`config.mk`:
```
export PLATFORM = sky130hd
export DESIGN_NAME = multi_rate_software_timer_table_flat
export DESIGN_NICKNAME = d
export VERILOG_FILES = /design/src/rtl/mrstt_pkg.sv /design/src/rtl/mrstt_if.sv /design/src/rtl/multi_rate_software_timer_table.sv /design/src/rtl/mrstt_front.sv /design/src/rtl/mrstt_cmd_queue.sv /design/src/rtl/mrstt_back.sv /design/src/flat_wrapper.sv
export VERILOG_INCLUDE_DIRS = /design/src /design/src/rtl
export SDC_FILE = /design/constraint.sdc
export NUM_CORES = 1
export LEC_CHECK = 0
export BUFFER_PORTS_ARGS = -buffer_cell sky130_fd_sc_hd__clkbuf_2
export CORE_UTILIZATION = 40
export DETAILED_ROUTE_END_ITERATION = 16
export SLEW_MARGIN = 40
export SYNTH_ARGS = -nofsm -noshare
export SYNTH_HDL_FRONTEND = slang
export SYNTH_HIERARCHICAL = 1
export SYNTH_SLANG_ARGS = --single-unit
```
`constraint.sdc`:
```
create_clock -name clk -period 13.04 [get_ports clk]
set_input_delay 2.608 -clock clk [delete_from_list [all_inputs] [get_ports clk]]
set_output_delay 2.608 -clock clk [all_outputs]
set_load 0.005 [all_outputs]
```
`src/rtl/assert_macros.svh`:
```
// Assertion macros for the RTL of the timer table.
// Depends on nothing; included by the top level, which carries the assertions.
`ifndef ASSERT_MACROS_SVH
`define ASSERT_MACROS_SVH

// The consequent holds in the same cycle as the antecedent.
`define ASSERT_IMP(label, clk, rst, ante, cons, msg) \
  label: assert property (@(posedge clk) disable iff (rst) (ante) |-> (cons)) \
    else $error(msg);

// The consequent holds in the cycle after the antecedent.
`define ASSERT_NXT(label, clk, rst, ante, cons, msg) \
  label: assert property (@(posedge clk) disable iff (rst) (ante) |=> (cons)) \
    else $error(msg);

`endif

```
`src/rtl/mrstt_pkg.sv`:
```
// Types and constants of the timer table: opcodes, field widths and the
// command record that travels from the front end to the back end.
package mrstt_pkg;

  localparam int OPCODE_W = 2;
  localparam int RATE_W = 1;
  localparam int IDX_W = 4;
  localparam int FIELD_CNT_W = 16;
  localparam int RATE_SLOTS = 2;
  localparam int QDEPTH = 2;
  localparam int QPTR_W = 1;
  localparam int QCNT_W = 2;

  typedef enum logic [OPCODE_W-1:0] {
    OP_TICK   = 2'd0,
    OP_ARM    = 2'd1,
    OP_DISARM = 2'd2,
    OP_QUERY  = 2'd3
  } op_t;

  typedef struct packed {
    op_t                    op;
    logic [RATE_W-1:0]      rate;
    logic [IDX_W-1:0]       timer_index;
    logic                   idx_ok;
    logic                   rate_ok;
    logic [FIELD_CNT_W-1:0] start_count;
    logic [FIELD_CNT_W-1:0] reload_interval;
  } cmd_t;

endpackage

```
`src/rtl/mrstt_if.sv`:
```
// Request and result channels of the timer table, each with valid and ready.
// Depends on mrstt_pkg for the field widths.
interface mrstt_req_if;
  import mrstt_pkg::*;
  logic                   valid;
  logic                   ready;
  logic [OPCODE_W-1:0]    opcode;
  logic [RATE_W-1:0]      rate;
  logic [IDX_W-1:0]       timer_index;
  logic [FIELD_CNT_W-1:0] start_count;
  logic [FIELD_CNT_W-1:0] reload_interval;

  modport source(output valid, opcode, rate, timer_index, start_count, reload_interval,
                 input ready);
  modport sink(input valid, opcode, rate, timer_index, start_count, reload_interval,
               output ready);
endinterface

interface mrstt_res_if;
  import mrstt_pkg::*;
  logic             valid;
  logic             ready;
  logic             expired_valid;
  logic [IDX_W-1:0] expired_timer;
  logic             rate_idle;
  logic             was_armed;
  logic             last_item;

  modport source(output valid, expired_valid, expired_timer, rate_idle, was_armed, last_item,
                 input ready);
  modport sink(input valid, expired_valid, expired_timer, rate_idle, was_armed, last_item,
               output ready);
endinterface

```
`src/rtl/multi_rate_software_timer_table.sv`:
```
// Top level of the multi-rate timer table: front end, command queue, back end.
// Depends on mrstt_pkg, mrstt_if, mrstt_front, mrstt_cmd_queue, mrstt_back, assert_macros.svh.
//
//   Channel  Dir  Handshake     Carries
//   req      in   valid/ready   opcode, rate, timer_index, start_count, reload_interval
//   res      out  valid/ready   expired_valid, expired_timer, rate_idle, was_armed, last_item
//
// Arm, disarm and query give one result each, via queue entry and result register.
// A tick of a valid rate sweeps the table through one read port of the timer memories,
// one entry a cycle while no expiry waits on a result register held by the sink, and
// then gives a status result. Reset clears the armed flags and the per-rate armed counts;
// the count memories need no clearing pass. The two-entry queue lets requests be taken
// while a sweep runs or a result waits.
`include "assert_macros.svh"

module multi_rate_software_timer_table #(
  parameter int NUM_TIMERS = 16,
  parameter int NUM_RATES = 2,
  parameter int COUNT_WIDTH = 16
) (
  input logic      clk,
  input logic      rst,
  mrstt_req_if.sink   req,
  mrstt_res_if.source res
);
  import mrstt_pkg::*;

  logic push_valid;
  cmd_t push_cmd;
  logic push_ready;
  logic q_valid;
  cmd_t q_cmd;
  logic q_ready;

  logic exp_shown;
  logic exp_clean;
  logic stat_shown;
  logic stat_clean;
  logic single_pop;
  logic single_res;

  mrstt_front #(
    .NUM_TIMERS(NUM_TIMERS),
    .NUM_RATES (NUM_RATES)
  ) u_front (
    .req       (req),
    .push_valid(push_valid),
    .push_cmd  (push_cmd),
    .push_ready(push_ready)
  );

  mrstt_cmd_queue u_queue (
    .clk      (clk),
    .rst      (rst),
    .in_valid (push_valid),
    .in_cmd   (push_cmd),
    .in_ready (push_ready),
    .out_valid(q_valid),
    .out_cmd  (q_cmd),
    .out_ready(q_ready)
  );

  mrstt_back #(
    .NUM_TIMERS (NUM_TIMERS),
    .COUNT_WIDTH(COUNT_WIDTH)
  ) u_back (
    .clk      (clk),
    .rst      (rst),
    .cmd_valid(q_valid),
    .cmd      (q_cmd),
    .cmd_ready(q_ready),
    .res      (res)
  );

  assign exp_shown  = res.valid && res.expired_valid;
  assign exp_clean  = !res.last_item && !res.rate_idle && !res.was_armed;
  assign stat_shown = res.valid && !res.expired_valid;
  assign stat_clean = res.last_item && (res.expired_timer == '0);
  assign single_pop = q_valid && q_ready && (q_cmd.op != OP_TICK);
  assign single_res = res.valid && res.last_item && !res.expired_valid;

  `ASSERT_IMP(a_expiry_fields, clk, rst, exp_shown, exp_clean, "expiry carries status fields")
  `ASSERT_IMP(a_status_fields, clk, rst, stat_shown, stat_clean, "status is not marked last")
  `ASSERT_NXT(a_single_result, clk, rst, single_pop, single_res, "request gave no result")

endmodule

```
`src/rtl/mrstt_front.sv`:
```
// Front end of the timer table: takes requests and classifies them by range.
// Depends on mrstt_pkg and mrstt_req_if.
module mrstt_front #(
  parameter int NUM_TIMERS = 16,
  parameter int NUM_RATES = 2
) (
  mrstt_req_if.sink          req,
  output logic               push_valid,
  output mrstt_pkg::cmd_t    push_cmd,
  input  logic               push_ready
);
  import mrstt_pkg::*;

  assign push_valid = req.valid;
  assign req.ready  = push_ready;

  always_comb begin
    push_cmd.op              = op_t'(req.opcode);
    push_cmd.rate            = req.rate;
    push_cmd.timer_index     = req.timer_index;
    push_cmd.idx_ok          = {3'b000, req.timer_index} < 7'(NUM_TIMERS);
    push_cmd.rate_ok         = {4'b0000, req.rate} < 5'(NUM_RATES);
    push_cmd.start_count     = req.start_count;
    push_cmd.reload_interval = req.reload_interval;
  end

endmodule

```
`src/rtl/mrstt_cmd_queue.sv`:
```
// Two-entry command queue between the front end and the back end.
// Depends on mrstt_pkg for the command record.
module mrstt_cmd_queue (
  input  logic            clk,
  input  logic            rst,
  input  logic            in_valid,
  input  mrstt_pkg::cmd_t in_cmd,
  output logic            in_ready,
  output logic            out_valid,
  output mrstt_pkg::cmd_t out_cmd,
  input  logic            out_ready
);
  import mrstt_pkg::*;

  cmd_t              entries [QDEPTH];
  logic [QPTR_W-1:0] wr_ptr;
  logic [QPTR_W-1:0] rd_ptr;
  logic [QCNT_W-1:0] count;
  logic              push;
  logic              pop;

  assign in_ready  = count != QCNT_W'(QDEPTH);
  assign out_valid = count != '0;
  assign out_cmd   = entries[rd_ptr];
  assign push      = in_valid && in_ready;
  assign pop       = out_valid && out_ready;

  always_ff @(posedge clk) begin
    if (push) begin
      entries[wr_ptr] <= in_cmd;
    end
  end

  always_ff @(posedge clk) begin
    if (rst) begin
      wr_ptr <= '0;
      rd_ptr <= '0;
      count  <= '0;
    end else begin
      if (push) begin
        wr_ptr <= wr_ptr + QPTR_W'(1);
      end
      if (pop) begin
        rd_ptr <= rd_ptr + QPTR_W'(1);
      end
      count <= count + QCNT_W'(push) - QCNT_W'(pop);
    end
  end

endmodule

```
`src/rtl/mrstt_back.sv`:
```
// Back end of the timer table: timer memories, armed flags, per-rate armed
// counts, the tick sweep and the result register. Depends on mrstt_pkg, mrstt_res_if.
module mrstt_back #(
  parameter int NUM_TIMERS = 16,
  parameter int COUNT_WIDTH = 16
) (
  input  logic            clk,
  input  logic            rst,
  input  logic            cmd_valid,
  input  mrstt_pkg::cmd_t cmd,
  output logic            cmd_ready,
  mrstt_res_if.source     res
);
  import mrstt_pkg::*;

  localparam int TIDX_W = (NUM_TIMERS > 1) ? $clog2(NUM_TIMERS) : 1;
  localparam int PTR_W = $clog2(NUM_TIMERS + 1);

  localparam logic [1:0] ST_IDLE   = 2'd0;
  localparam logic [1:0] ST_SCAN   = 2'd1;
  localparam logic [1:0] ST_STATUS = 2'd2;

  logic [1:0]             state;
  logic [1:0]             state_next;

  logic [COUNT_WIDTH-1:0] count_mem  [NUM_TIMERS];
  logic [COUNT_WIDTH-1:0] reload_mem [NUM_TIMERS];
  logic [NUM_TIMERS-1:0]  armed;
  logic [NUM_TIMERS-1:0]  trate;
  logic [PTR_W-1:0]       rate_cnt [RATE_SLOTS];

  logic [PTR_W-1:0]       scan_ptr;
  logic                   scan_rate;
  logic                   eval_valid;
  logic [TIDX_W-1:0]      eval_addr;
  logic [COUNT_WIDTH-1:0] rd_count;
  logic [COUNT_WIDTH-1:0] rd_reload;

  logic                   out_valid;
  logic                   out_exp;
  logic [IDX_W-1:0]       out_timer;
  logic                   out_idle;
  logic                   out_wa;
  logic                   out_last;
  logic                   out_free;

  logic [TIDX_W+IDX_W-1:0]       idx_wide;
  logic [TIDX_W-1:0]             cmd_addr;
  logic [COUNT_WIDTH+FIELD_CNT_W-1:0] start_wide;
  logic [COUNT_WIDTH+FIELD_CNT_W-1:0] reload_wide;
  logic [COUNT_WIDTH-1:0]        start_c;
  logic [COUNT_WIDTH-1:0]        reload_c;
  logic                          cmd_wa;
  logic                          cmd_trate;
  logic                          idle_in;
  logic                          idle_dis;

  logic [TIDX_W+IDX_W-1:0] ev_wide;
  logic [IDX_W-1:0]        ev_timer;
  logic                    ev_hit;
  logic                    ev_zero;
  logic [COUNT_WIDTH-1:0]  ev_dec;
  logic                    ev_expire;
  logic                    stall;
  logic                    scan_more;
  logic                    scan_start;
  logic                    scan_adv;
  logic                    issue;

  logic                   load_en;
  logic                   ld_exp;
  logic [IDX_W-1:0]       ld_timer;
  logic                   ld_idle;
  logic                   ld_wa;
  logic                   cm_we;
  logic [TIDX_W-1:0]      cm_addr;
  logic [COUNT_WIDTH-1:0] cm_data;
  logic                   rl_we;
  logic                   flag_we;
  logic [TIDX_W-1:0]      flag_addr;
  logic                   flag_val;
  logic                   rate_we;
  logic                   inc_en;
  logic                   inc_sel;
  logic                   dec_en;
  logic                   dec_sel;

  assign idx_wide    = {{TIDX_W{1'b0}}, cmd.timer_index};
  assign cmd_addr    = idx_wide[TIDX_W-1:0];
  assign start_wide  = {{COUNT_WIDTH{1'b0}}, cmd.start_count};
  assign reload_wide = {{COUNT_WIDTH{1'b0}}, cmd.reload_interval};
  assign start_c     = start_wide[COUNT_WIDTH-1:0];
  assign reload_c    = reload_wide[COUNT_WIDTH-1:0];
  assign cmd_wa      = cmd.idx_ok && armed[cmd_addr];
  assign cmd_trate   = trate[cmd_addr];
  assign idle_in     = !cmd.rate_ok || (rate_cnt[cmd.rate] == '0);
  assign idle_dis    = rate_cnt[cmd_trate] == PTR_W'(cmd_wa);

  assign ev_wide   = {{IDX_W{1'b0}}, eval_addr};
  assign ev_timer  = ev_wide[IDX_W-1:0];
  assign ev_hit    = eval_valid && armed[eval_addr] && (trate[eval_addr] == scan_rate);
  assign ev_zero   = rd_count == '0;
  assign ev_dec    = rd_count - COUNT_WIDTH'(1);
  assign ev_expire = ev_hit && !ev_zero && (ev_dec == '0);
  assign out_free  = !out_valid || res.ready;
  assign stall     = ev_expire && !out_free;
  assign scan_more = scan_ptr != PTR_W'(NUM_TIMERS);
  assign issue     = scan_adv && scan_more;

  always_comb begin
    state_next = state;
    cmd_ready  = 1'b0;
    scan_start = 1'b0;
    scan_adv   = 1'b0;
    load_en    = 1'b0;
    ld_exp     = 1'b0;
    ld_timer   = '0;
    ld_idle    = 1'b0;
    ld_wa      = 1'b0;
    cm_we      = 1'b0;
    cm_addr    = cmd_addr;
    cm_data    = start_c;
    rl_we      = 1'b0;
    flag_we    = 1'b0;
    flag_addr  = cmd_addr;
    flag_val   = 1'b0;
    rate_we    = 1'b0;
    inc_en     = 1'b0;
    inc_sel    = cmd.rate;
    dec_en     = 1'b0;
    dec_sel    = cmd_trate;
    case (state)
      ST_IDLE: begin
        if (cmd_valid) begin
          unique case (cmd.op)
            OP_TICK: begin
              if (cmd.rate_ok) begin
                cmd_ready  = 1'b1;
                scan_start = 1'b1;
                state_next = ST_SCAN;
              end else if (out_free) begin
                cmd_ready = 1'b1;
                load_en   = 1'b1;
                ld_idle   = 1'b1;
              end
            end
            OP_QUERY: begin
              if (out_free) begin
                cmd_ready = 1'b1;
                load_en   = 1'b1;
                ld_idle   = idle_in;
              end
            end
            OP_ARM: begin
              if (out_free) begin
                cmd_ready = 1'b1;
                load_en   = 1'b1;
                ld_wa     = cmd_wa;
                ld_idle   = idle_in && !(cmd.idx_ok && cmd.rate_ok);
                if (cmd.idx_ok && cmd.rate_ok) begin
                  cm_we    = 1'b1;
                  rl_we    = 1'b1;
                  flag_we  = 1'b1;
                  flag_val = 1'b1;
                  rate_we  = 1'b1;
                  inc_en   = 1'b1;
                  dec_en   = cmd_wa;
                end
              end
            end
            OP_DISARM: begin
              if (out_free) begin
                cmd_ready = 1'b1;
                load_en   = 1'b1;
                ld_wa     = cmd_wa;
                ld_idle   = cmd.idx_ok ? idle_dis : idle_in;
                if (cmd.idx_ok) begin
                  flag_we = 1'b1;
                  dec_en  = cmd_wa;
                end
              end
            end
          endcase
        end
      end
      ST_SCAN: begin
        cm_addr   = eval_addr;
        cm_data   = ev_dec;
        flag_addr = eval_addr;
        dec_sel   = scan_rate;
        if (!stall) begin
          scan_adv = 1'b1;
          if (ev_hit) begin
            if (ev_zero) begin
              flag_we = 1'b1;
              dec_en  = 1'b1;
            end else if (ev_expire) begin
              load_en  = 1'b1;
              ld_exp   = 1'b1;
              ld_timer = ev_timer;
              if (rd_reload != '0) begin
                cm_we   = 1'b1;
                cm_data = rd_reload;
              end else begin
                flag_we = 1'b1;
                dec_en  = 1'b1;
              end
            end else begin
              cm_we = 1'b1;
            end
          end
          if (!scan_more && !eval_valid) begin
            state_next = ST_STATUS;
          end
        end
      end
      ST_STATUS: begin
        if (out_free) begin
          load_en    = 1'b1;
          ld_idle    = rate_cnt[scan_rate] == '0;
          state_next = ST_IDLE;
        end
      end
      default: begin
        state_next = ST_IDLE;
      end
    endcase
  end

  always_ff @(posedge clk) begin
    if (cm_we) begin
      count_mem[cm_addr] <= cm_data;
    end
    if (rl_we) begin
      reload_mem[cmd_addr] <= reload_c;
    end
    if (issue) begin
      rd_count  <= count_mem[scan_ptr[TIDX_W-1:0]];
      rd_reload <= reload_mem[scan_ptr[TIDX_W-1:0]];
    end
  end

  always_ff @(posedge clk) begin
    if (rst) begin
      state      <= ST_IDLE;
      armed      <= '0;
      trate      <= '0;
      eval_valid <= 1'b0;
      scan_ptr   <= '0;
      for (int s = 0; s < RATE_SLOTS; s++) begin
        rate_cnt[s] <= '0;
      end
    end else begin
      state <= state_next;
      if (flag_we) begin
        armed[flag_addr] <= flag_val;
      end
      if (rate_we) begin
        trate[flag_addr] <= cmd.rate;
      end
      for (int s = 0; s < RATE_SLOTS; s++) begin
        rate_cnt[s] <= rate_cnt[s] + PTR_W'(inc_en && (inc_sel == 1'(s)))
                                   - PTR_W'(dec_en && (dec_sel == 1'(s)));
      end
      if (scan_start) begin
        scan_ptr   <= '0;
        eval_valid <= 1'b0;
      end else if (scan_adv) begin
        eval_valid <= scan_more;
        if (scan_more) begin
          scan_ptr <= scan_ptr + PTR_W'(1);
        end
      end
    end
  end

  always_ff @(posedge clk) begin
    if (scan_start) begin
      scan_rate <= cmd.rate;
    end
    if (issue) begin
      eval_addr <= scan_ptr[TIDX_W-1:0];
    end
  end

  always_ff @(posedge clk) begin
    if (rst) begin
      out_valid <= 1'b0;
    end else if (load_en) begin
      out_valid <= 1'b1;
    end else if (res.ready) begin
      out_valid <= 1'b0;
    end
  end

  always_ff @(posedge clk) begin
    if (load_en) begin
      out_exp   <= ld_exp;
      out_timer <= ld_timer;
      out_idle  <= ld_idle;
      out_wa    <= ld_wa;
      out_last  <= !ld_exp;
    end
  end

  assign res.valid         = out_valid;
  assign res.expired_valid = out_exp;
  assign res.expired_timer = out_timer;
  assign res.rate_idle     = out_idle;
  assign res.was_armed     = out_wa;
  assign res.last_item     = out_last;

endmodule
```
`src/flat_wrapper.sv`:
```
// flat-port wrapper written by rule: the top's interface ports become plain ports
module multi_rate_software_timer_table_flat import mrstt_pkg::*;
#(
  parameter int NUM_TIMERS = 16,
  parameter int NUM_RATES = 2,
  parameter int COUNT_WIDTH = 16
)
  (clk, rst, req_valid, req_opcode, req_rate, req_timer_index, req_start_count, req_reload_interval, req_ready, res_valid, res_expired_valid, res_expired_timer, res_rate_idle, res_was_armed, res_last_item, res_ready);
  mrstt_req_if req_i ();
  mrstt_res_if res_i ();
  input logic clk;
  input logic rst;
  input wire logic [$bits(req_i.valid)-1:0] req_valid;
  input wire logic [$bits(req_i.opcode)-1:0] req_opcode;
  input wire logic [$bits(req_i.rate)-1:0] req_rate;
  input wire logic [$bits(req_i.timer_index)-1:0] req_timer_index;
  input wire logic [$bits(req_i.start_count)-1:0] req_start_count;
  input wire logic [$bits(req_i.reload_interval)-1:0] req_reload_interval;
  output wire logic [$bits(req_i.ready)-1:0] req_ready;
  output wire logic [$bits(res_i.valid)-1:0] res_valid;
  output wire logic [$bits(res_i.expired_valid)-1:0] res_expired_valid;
  output wire logic [$bits(res_i.expired_timer)-1:0] res_expired_timer;
  output wire logic [$bits(res_i.rate_idle)-1:0] res_rate_idle;
  output wire logic [$bits(res_i.was_armed)-1:0] res_was_armed;
  output wire logic [$bits(res_i.last_item)-1:0] res_last_item;
  input wire logic [$bits(res_i.ready)-1:0] res_ready;
  assign req_i.valid = req_valid;
  assign req_i.opcode = req_opcode;
  assign req_i.rate = req_rate;
  assign req_i.timer_index = req_timer_index;
  assign req_i.start_count = req_start_count;
  assign req_i.reload_interval = req_reload_interval;
  assign req_ready = req_i.ready;
  assign res_valid = res_i.valid;
  assign res_expired_valid = res_i.expired_valid;
  assign res_expired_timer = res_i.expired_timer;
  assign res_rate_idle = res_i.rate_idle;
  assign res_was_armed = res_i.was_armed;
  assign res_last_item = res_i.last_item;
  assign res_i.ready = res_ready;
  multi_rate_software_timer_table #(.NUM_TIMERS(NUM_TIMERS), .NUM_RATES(NUM_RATES), .COUNT_WIDTH(COUNT_WIDTH)) u_core (.clk(clk), .rst(rst), .req(req_i), .res(res_i));
endmodule
```
==> metrics.cfg, run 1 <==
[outcome]
status = finished, final reports clean

[clock_tree]
post_cts_hold_buffer_count = 0
cts-htree-levels = 3
resized_cells_post_cts = 0
ctsLongestPathBuffers = 3
cts-root-buf = clkbuf_16
cts.clk_slew.worst_paths_ns = 0.06
numClockSinks = 696
cts_post_setup_buffers_inserted = 0
cts_tree = built
worst_skew_pair.late_latency_ns = 0.63
tritoncts.num_buffers = 73

[synth]
post_synth_xor_area_fraction = 0.00798
synth_enable_flop_cells = 639
netlist_instances = 1532
ys_seq_area_frac = 0.712
post_synth_mux_area_share = 0.170
yosys.area_share.adder = 0.00973
synth_area_per_cell_sq_um = 18.6
yosys_warnings = 6
dominantRegCellSynth = edfxtp_1
synthSimpleGateAreaFrac = 0.0531
synth_top_family_by_area = multiplexers
yosys.cell_types.count = 67
proportion_of_register_bits_with_asynchronous_set_or_reset_after_synthesis = 0
synth_seq_cells = 696
mappedNetlistArea_sq_mm = 0.0285
synth_compound_gate_area_share = 0.0212

[placement]
routability_congestion_estimate = 0.874
dpl.hpwl_mm = 38.4
io_buffer_count = 52

[power_and_ir_drop]
power.leakage_nw = 10.2
power_per_unit_of_standard_cell_area_mw_per_mm2 = 169
vdd_drop_max_mv = 0.0776

[global_route]
largest_net_degree_at_the_start_of_global_routing = 54
global_route_wire_length_before_repair_mm = 94.3
initial_antenna_violation_count = 1
grt_pass1_vias = 14649
grt_use_total = 0.179
globalRoute.totalOverflow = 0

[critical_path]
timing.critical_path.required_ns = 13.53
critical_path_arrival_ns = 5.54
critical_path_type = in -> reg
critical_path.max_fanout = 9
timing.critical_path.from_type = primary input
r2r.worst_path.cells = 18
critPathCaptureType = register

[floorplan]
start_util = 0.406
core_region_area_sq_mm = 0.0703
design.portCount = 53
design.die.area_sq_mm = 0.0724
floorplan.rows = 97
die_height_um = 269
die_width_um = 269

[sta]
setup-tns-final_ns = 0
timing_hold_violations_final = 0
setup_repair_after_global_routing_missed_its_margin = no
achievable-frequency_ghz = 0.198
timing.slew.headroom = 0.420
setup_viol = 0
timing_max_transition_violations_final = 0
post-route-period-util = 0.388
worst-slew-pin-transition_ns = 0.866
min_period_ns = 5.06
fin_skew_ns = 0.0359

[cells_and_area]
synthToLayoutAreaGrowth_pct = 13.2
final_core_utilization = 0.460
design.final.nets = 1648
drive_above_1_share = 0.289
insertedDiodeCount = 0

[detailed_routing]
routed_wire_length_per_instance_um = 24.2
totalWireLength_mm = 62.4
detail_route.drc_violations = 0
route.detailed.vias_per_inst = 5.47
drt_first_iter_violations = 1185
routed-via-count = 14118
detail_route.first_pass.iterations = 5
antenna_violating_nets_post_route = 0

[hold_path]
timing.hold.worst_path_depth = 2
min-delay-path-class = reg -> reg

[job]
cap_viol_max_count = 0

-- cells in the final DEF, fill, tap and decap left out, drive strengths merged, types with 28 or more instances in the layout --
cell and instances:
nor2 85, nand2b 30, buf 45, edfxtp 639, mux2i 50, mux4 172, dfxtp 57, mux2 42
nand2 56, a21oi 30, clkbuf 140, clkinv 28
-- cell families after synthesis --
logic type / Yosys count
buf+inv: 143
flops: 696
xor+xnor: 26
other cells: 1
fa+ha+maj: 21
compound gates: 95
simple gates: 286
mux: 264
-- per-layer routing --
layer,wire length (um),GRT usage,share of wire
met5,7,0,0.00011
met4,1360,0.0530,0.022
met3,3890,0.0347,0.062
met2,30200,0.285,0.48
met1,27000,0.249,0.43
-- worst paths after layout --
check	from	endpoint	slack, ns
hold / removal	u_core/u_back/armed[8]	u_core/u_back/armed[8]	0.49
setup reg to reg	u_core/u_back/rd_count[0]	u_core/u_back/rate_cnt[0][4]	8.13
setup / recovery	res_ready	u_core/u_back/rate_cnt[0][4]	7.98
hold reg to reg	u_core/u_back/armed[8]	u_core/u_back/armed[8]	0.49
-- synth_stat cells, drive strengths merged (2+ instances only) --
library cell	count	area, sq um
edfxtp	639	19200
o21a	4	30.0
a22o	2	17.5
nor2	85	319
a21oi	30	154
mux2	42	473
a211oi	2	15.0
nor4	11	105
a22oi	3	22.5
inv	22	82.6
dfxtp	57	1140
nand3	16	97.6
buf	73	465
nor3b	3	22.5
nand3b	3	22.5
and2	6	37.5
a21o	5	37.5
nor3	16	85.1
a21bo	2	20.0
fa	2	40.0
mux4	172	3870
xor2	12	105
o21ai	25	136
and3	6	37.5
xnor2	14	123
nor2b	16	100
nand2	56	210
or3	10	72.6
ha	19	238
o31ai	4	43.8
or4	6	48.8
nand2b	30	188
a31oi	11	68.8
clkbuf	48	180
nand4	16	100
mux2i	50	500
-- worst max-delay path, stage by stage --
cell,delay (ns)
clkbuf_2,0.11
nor2b_1,0.55
nor3b_1,0.19
and3_1,0.23
o21a_1,0.10
a21oi_1,0.18
a211oi_1,0.08
ha_1,0.29
inv_1,0.04
ha_1,0.20
fa_1,0.44
a21o_1,0.18
a21oi_1,0.17
xnor2_1,0.13
nor2_1,0.05
-- stage by stage --
step | hold WS, ns | worst slack (ns) | cell area, sq um | cells | total power, mW
2_1_floorplan | 0.406 | 7.55 | 28500 | 1533 | 3.19
3_3_place_gp | 0.472 | 7.41 | 29800 | 2445 | 3.43
3_5_place_dp | 0.478 | 7.37 | 29900 | 2448 | 3.46
4_1_cts | 0.489 | 8.02 | 32300 | 2578 | 5.53
5_1_grt | 0.514 | 7.79 | 32300 | 2579 | 5.67
6_report | 0.494 | 7.98 | 32300 | 2579 | 5.46
-- layout make-up --
class / instances / area, sq um
well taps: 940 / 1180
fillers: 5913 / 38000
inverters: 22 / 82.6
flip-flops and latches: 696 / 20300
multi-input cells: 694 / 7690
repair buffers: 97 / 629
clock inverters: 42 / 428
clock buffers: 88 / 1950
-- state kept, by name (all words and copies together) (netlist names), 2 cells and up, named ones only --
name / count
u_core/u_back/state: 2
u_core/u_back/ev_timer: 4
u_core/u_queue/count: 2
u_core/u_back/count_mem: 256
u_core/u_back/trate: 16
u_core/u_back/rd_count: 16
u_core/u_back/res.expired_timer: 4
u_core/u_queue/entries: 82
u_core/u_back/rate_cnt: 10
u_core/u_back/rd_reload: 16
u_core/u_back/armed: 16
u_core/u_back/scan_ptr: 5
u_core/u_back/reload_mem: 256
-- power by group --
group          switching [mW]  internal [mW]
sequential             0.0445           2.67
clock                   0.846           1.21
combinational           0.459          0.228
(Power assumes the default switching activity.)
==> run 2: changes to the inputs <==
--- a/config.mk
+++ b/config.mk
@@ -6,6 +6,7 @@
 export SDC_FILE = /design/constraint.sdc
 export NUM_CORES = 1
 export LEC_CHECK = 0
+export ABC_AREA = 1
 export BUFFER_PORTS_ARGS = -buffer_cell sky130_fd_sc_hd__clkbuf_2
 export CORE_UTILIZATION = 40
 export DETAILED_ROUTE_END_ITERATION = 16
==> constraint.sdc (replaced) <==
create_clock -name clk -period 4.55 [get_ports clk]
set_input_delay 0.91 -clock clk [delete_from_list [all_inputs] [get_ports clk]]
set_output_delay 0.91 -clock clk [all_outputs]
set_load 0.005 [all_outputs]
==> metrics.cfg, run 2 <==
[outcome]
status = finished, final reports clean  ; unchanged

[cells_and_area]
drive_above_1_share = 0.134  ; was 0.289
mostFrequentLayoutCells = 639 x edfxtp_1, 368 x nor2_1, 324 x nand2_1  ; was 639 x edfxtp_1, 172 x mux4_2, 76 x clkbuf_16
insertedDiodeCount = 0  ; unchanged
final_area_sq_mm = 0.0327  ; was 0.0323 sq mm
reg.largest.list = u_core/u_back/count_mem: 256 flops, u_core/u_back/reload_mem: 256 flops, u_core/u_queue/entries: 82 flops  ; unchanged
design.final.nets = 2537  ; was 1648
filler_cell_count = 6515  ; was 5913
synthToLayoutAreaGrowth_pct = 11.9  ; was 13.2%
instances_no_fill = 3473  ; was 2579
commonest_non_fill_non_tap_cell_in_the_layout = edfxtp_1  ; unchanged

[clock_tree]
cts.clk_slew.worst_paths_ns = 0.06  ; about the same
ctsLongestPathBuffers = 3  ; unchanged
numClockSinks = 696  ; unchanged
cts_post_setup_buffers_inserted = 0  ; unchanged
cts-htree-levels = 3  ; unchanged
worst_skew_pair.late_latency_ns = 0.61  ; was 0.63 ns
cts-root-buf = clkbuf_16  ; unchanged
resized_cells_post_cts = 0  ; unchanged
cts_tree = built  ; unchanged
tritoncts.num_buffers = 70  ; was 73
post_cts_hold_buffer_count = 0  ; unchanged

[global_route]
largest_net_degree_at_the_start_of_global_routing = 103  ; was 54
global_route_wire_length_before_repair_mm = 112  ; was 94.3 mm
initial_antenna_violation_count = 1  ; unchanged
grt_use_total = 0.200  ; was 0.179
grt_pass1_vias = 18371  ; was 14649
globalRoute.totalOverflow = 0  ; unchanged

[hold_path]
min-delay-path-class = reg -> reg  ; unchanged
timing.hold.worst_path_depth = 1  ; was 2

[placement]
place_area_sq_mm = 0.0304  ; was 0.0299 sq mm
io_buffer_count = 52  ; unchanged
dpl.hpwl_mm = 43.9  ; was 38.4 mm
place.detailed.instances = 3351  ; was 2448
routability_congestion_estimate = 0.882  ; was 0.874

[detailed_routing]
route.detailed.vias_per_inst = 5.49  ; was 5.47
detail_route.first_pass.iterations = 6  ; was 5
detail_route.drc_violations = 0  ; unchanged
routed-via-count = 19067  ; was 14118
routed_wire_length_per_instance_um = 21.4  ; was 24.2 um
antenna_violating_nets_post_route = 0  ; unchanged
drt_first_iter_violations = 1751  ; was 1185
totalWireLength_mm = 74.3  ; was 62.4 mm

[power_and_ir_drop]
power.leakage_nw = 11.3  ; was 10.2 nW
net-switching-power_mw = 4.29  ; was 1.35 mW
share_seq_of_total_power = 0.494  ; was 0.498
netSwitchingFraction = 0.268  ; was 0.247
power_per_unit_of_standard_cell_area_mw_per_mm2 = 490  ; was 169 mW/mm^2
power.clock.fraction = 0.353  ; was 0.377
vdd_drop_max_mv = 0.344  ; was 0.0776 mV
internal_power_mw = 11.7  ; was 4.11 mW
fraction_of_power_consumed_by_combinational_cells = 0.153  ; was 0.126

[floorplan]
design.die.area_sq_mm = 0.0741  ; was 0.0724 sq mm
die_width_um = 272  ; was 269 um
design.portCount = 53  ; unchanged
floorplan.rows = 98  ; was 97
core_region_area_sq_mm = 0.0719  ; was 0.0703 sq mm
die_height_um = 272  ; was 269 um
start_util = 0.406  ; about the same

[synth]
post-synth-top-area-fraction = 0.657  ; was 0.672
ys_seq_area_frac = 0.696  ; was 0.712
post_synth_main_area_contributors = edfxtp_1 66%, o21ai_0 5.1%, nor2_1 5.0%  ; was edfxtp_1 67%, mux4_2 14%, dfxtp_1 4.0%
yosysMostFrequentCell = edfxtp_1  ; unchanged
yosys_warnings = 6  ; unchanged
netlist_instances = 2453  ; was 1532
yosys.cell_types.count = 50  ; was 67
synth_seq_cells = 696  ; unchanged
proportion_of_register_bits_with_asynchronous_set_or_reset_after_synthesis = 0  ; unchanged
mappedNetlistArea_sq_mm = 0.0292  ; was 0.0285 sq mm
synth_area_per_cell_sq_um = 11.9  ; was 18.6 sq um
synth_enable_flop_cells = 639  ; unchanged
post-synth-top-area-cell = edfxtp_1  ; unchanged
synth_commonest_cells = 639 x edfxtp_1, 392 x nor2_1, 324 x nand2_1, 298 x o21ai_0, 136 x o22ai_1  ; was 639 x edfxtp_1, 172 x mux4_2, 85 x nor2_1, 57 x dfxtp_1, 56 x nand2_1
dominantRegCellSynth = edfxtp_1  ; unchanged

[sta]
worst-slew-pin-transition_ns = 0.837  ; was 0.866 ns
fin_skew_ns = 0.0184  ; was 0.0359 ns
timing_hold_violations_final = 0  ; unchanged
post-route-period-util = 0.905
timing_max_transition_violations_final = 0  ; unchanged
setup_viol = 0  ; unchanged
setup-tns-final_ns = 0  ; unchanged
achievable-frequency_ghz = 0.243
min_period_ns = 4.12
worst_hold_margin_ns = 0.472  ; was 0.494 ns
setup_repair_after_global_routing_missed_its_margin = no  ; unchanged
timing.slew.headroom = 0.442  ; was 0.420

[critical_path]
critical_path.max_fanout = 5  ; was 9
critical_path_arrival_ns = 4.65  ; was 5.54 ns
timing.critical_path.from_type = register  ; was primary input
critical_path_type = reg -> reg  ; was in -> reg
timing.critical_path.required_ns = 5.08  ; was 13.53 ns
r2r.worst_path.cells = 25  ; was 18
critPathCaptureType = register  ; unchanged

[job]
cap_viol_max_count = 0  ; unchanged

[run 2: cell count changes after synthesis, sizes merged, moves of 54 or more]
| cell | change |
|---|---|
| clkbuf | +54 |
| inv | +94 |
| mux4 | -172 |
| nand2 | +278 |
| nor2 | +320 |
| o21ai | +277 |
| o22ai | +136 |
[run 2: cells by family after synthesis]
logic type	Yosys count	synth area share
and+or+nand+nor	873	0.124
DFF	696	0.696
AOI/OAI and AO/OA	528	0.101
buffers and inverters	285	0.0461
muxes	41	0.0210
adders and majority gates	21	0.00951
xor gates and xnor gates	8	0.00266
other	1	0.000128
[run 2: layout make-up]
cell class	count	area, sq um	area share
clock inverter	34	344	0.0105
clock buffer	88	1880	0.0576
sequential	696	20300	0.623
timing repair buffer	113	779	0.0239
inverter	119	455	0.0139
multi-input combinational	1473	7680	0.235
tap	950	1190	0.0364
[run 2: stage by stage]
stage          utilization  setup slack [ns]  total power, mW
3_3_place_gp         0.422             0.595             10.4
5_1_grt              0.455            0.0225             16.6
4_1_cts              0.455             0.478             16.1
2_1_floorplan            -             0.843             9.66
3_5_place_dp         0.424             0.515             10.5
6_report             0.455             0.433             16.0
[run 2: final timing paths]
kind | startpoint | to | slack (ns)
hold reg to reg | u_core/u_back/trate[5] | u_core/u_back/trate[5] | 0.47
setup reg to reg | u_core/u_back/rd_count[0] | u_core/u_back/rate_cnt[1][4] | 0.43
setup / recovery | u_core/u_back/rd_count[0] | u_core/u_back/rate_cnt[1][4] | 0.43
hold / removal | u_core/u_back/trate[5] | u_core/u_back/trate[5] | 0.47
[run 2: worst max-delay path, cell delays in order, from the launching register on]
cell	delay, ns
edfxtp_1	0.42
inv_1	0.18
ha_1	0.26
inv_1	0.08
nor2_2	0.14
nand2_2	0.09
nor2_2	0.14
nand2_1	0.07
nand2_1	0.08
nand2_1	0.07
nor2_2	0.11
nand2_1	0.07
nor2_2	0.15
a21oi_2	0.12
nand4_2	0.16
a21boi_0	0.33
nor2_1	0.08
ha_1	0.28
inv_1	0.04
ha_1	0.20
fa_1	0.41
nand2_1	0.10
nand2_1	0.06
a21oi_1	0.15
o21ai_0	0.10
a21oi_1	0.14
[run 2: per-layer routing]
layer / part of all wire / track usage / vias to the layer above
li1: - / - / 8782
met1: 0.43 / 0.275 / 9480
met5: 0.00011 / 0 / -
met2: 0.48 / 0.332 / 680
met4: 0.024 / 0.0562 / 2
met3: 0.066 / 0.0281 / 123
[run 2: power groups by stage]
stage	registers, mW	logic [mW]	clock network (mW)
4_1_cts	7.90	2.44	5.75
6_report	7.90	2.44	5.65
3_5_place_dp	8.03	2.44	0
5_1_grt	7.92	2.68	5.96
2_1_floorplan	7.97	1.69	0
3_3_place_gp	8.02	2.35	0
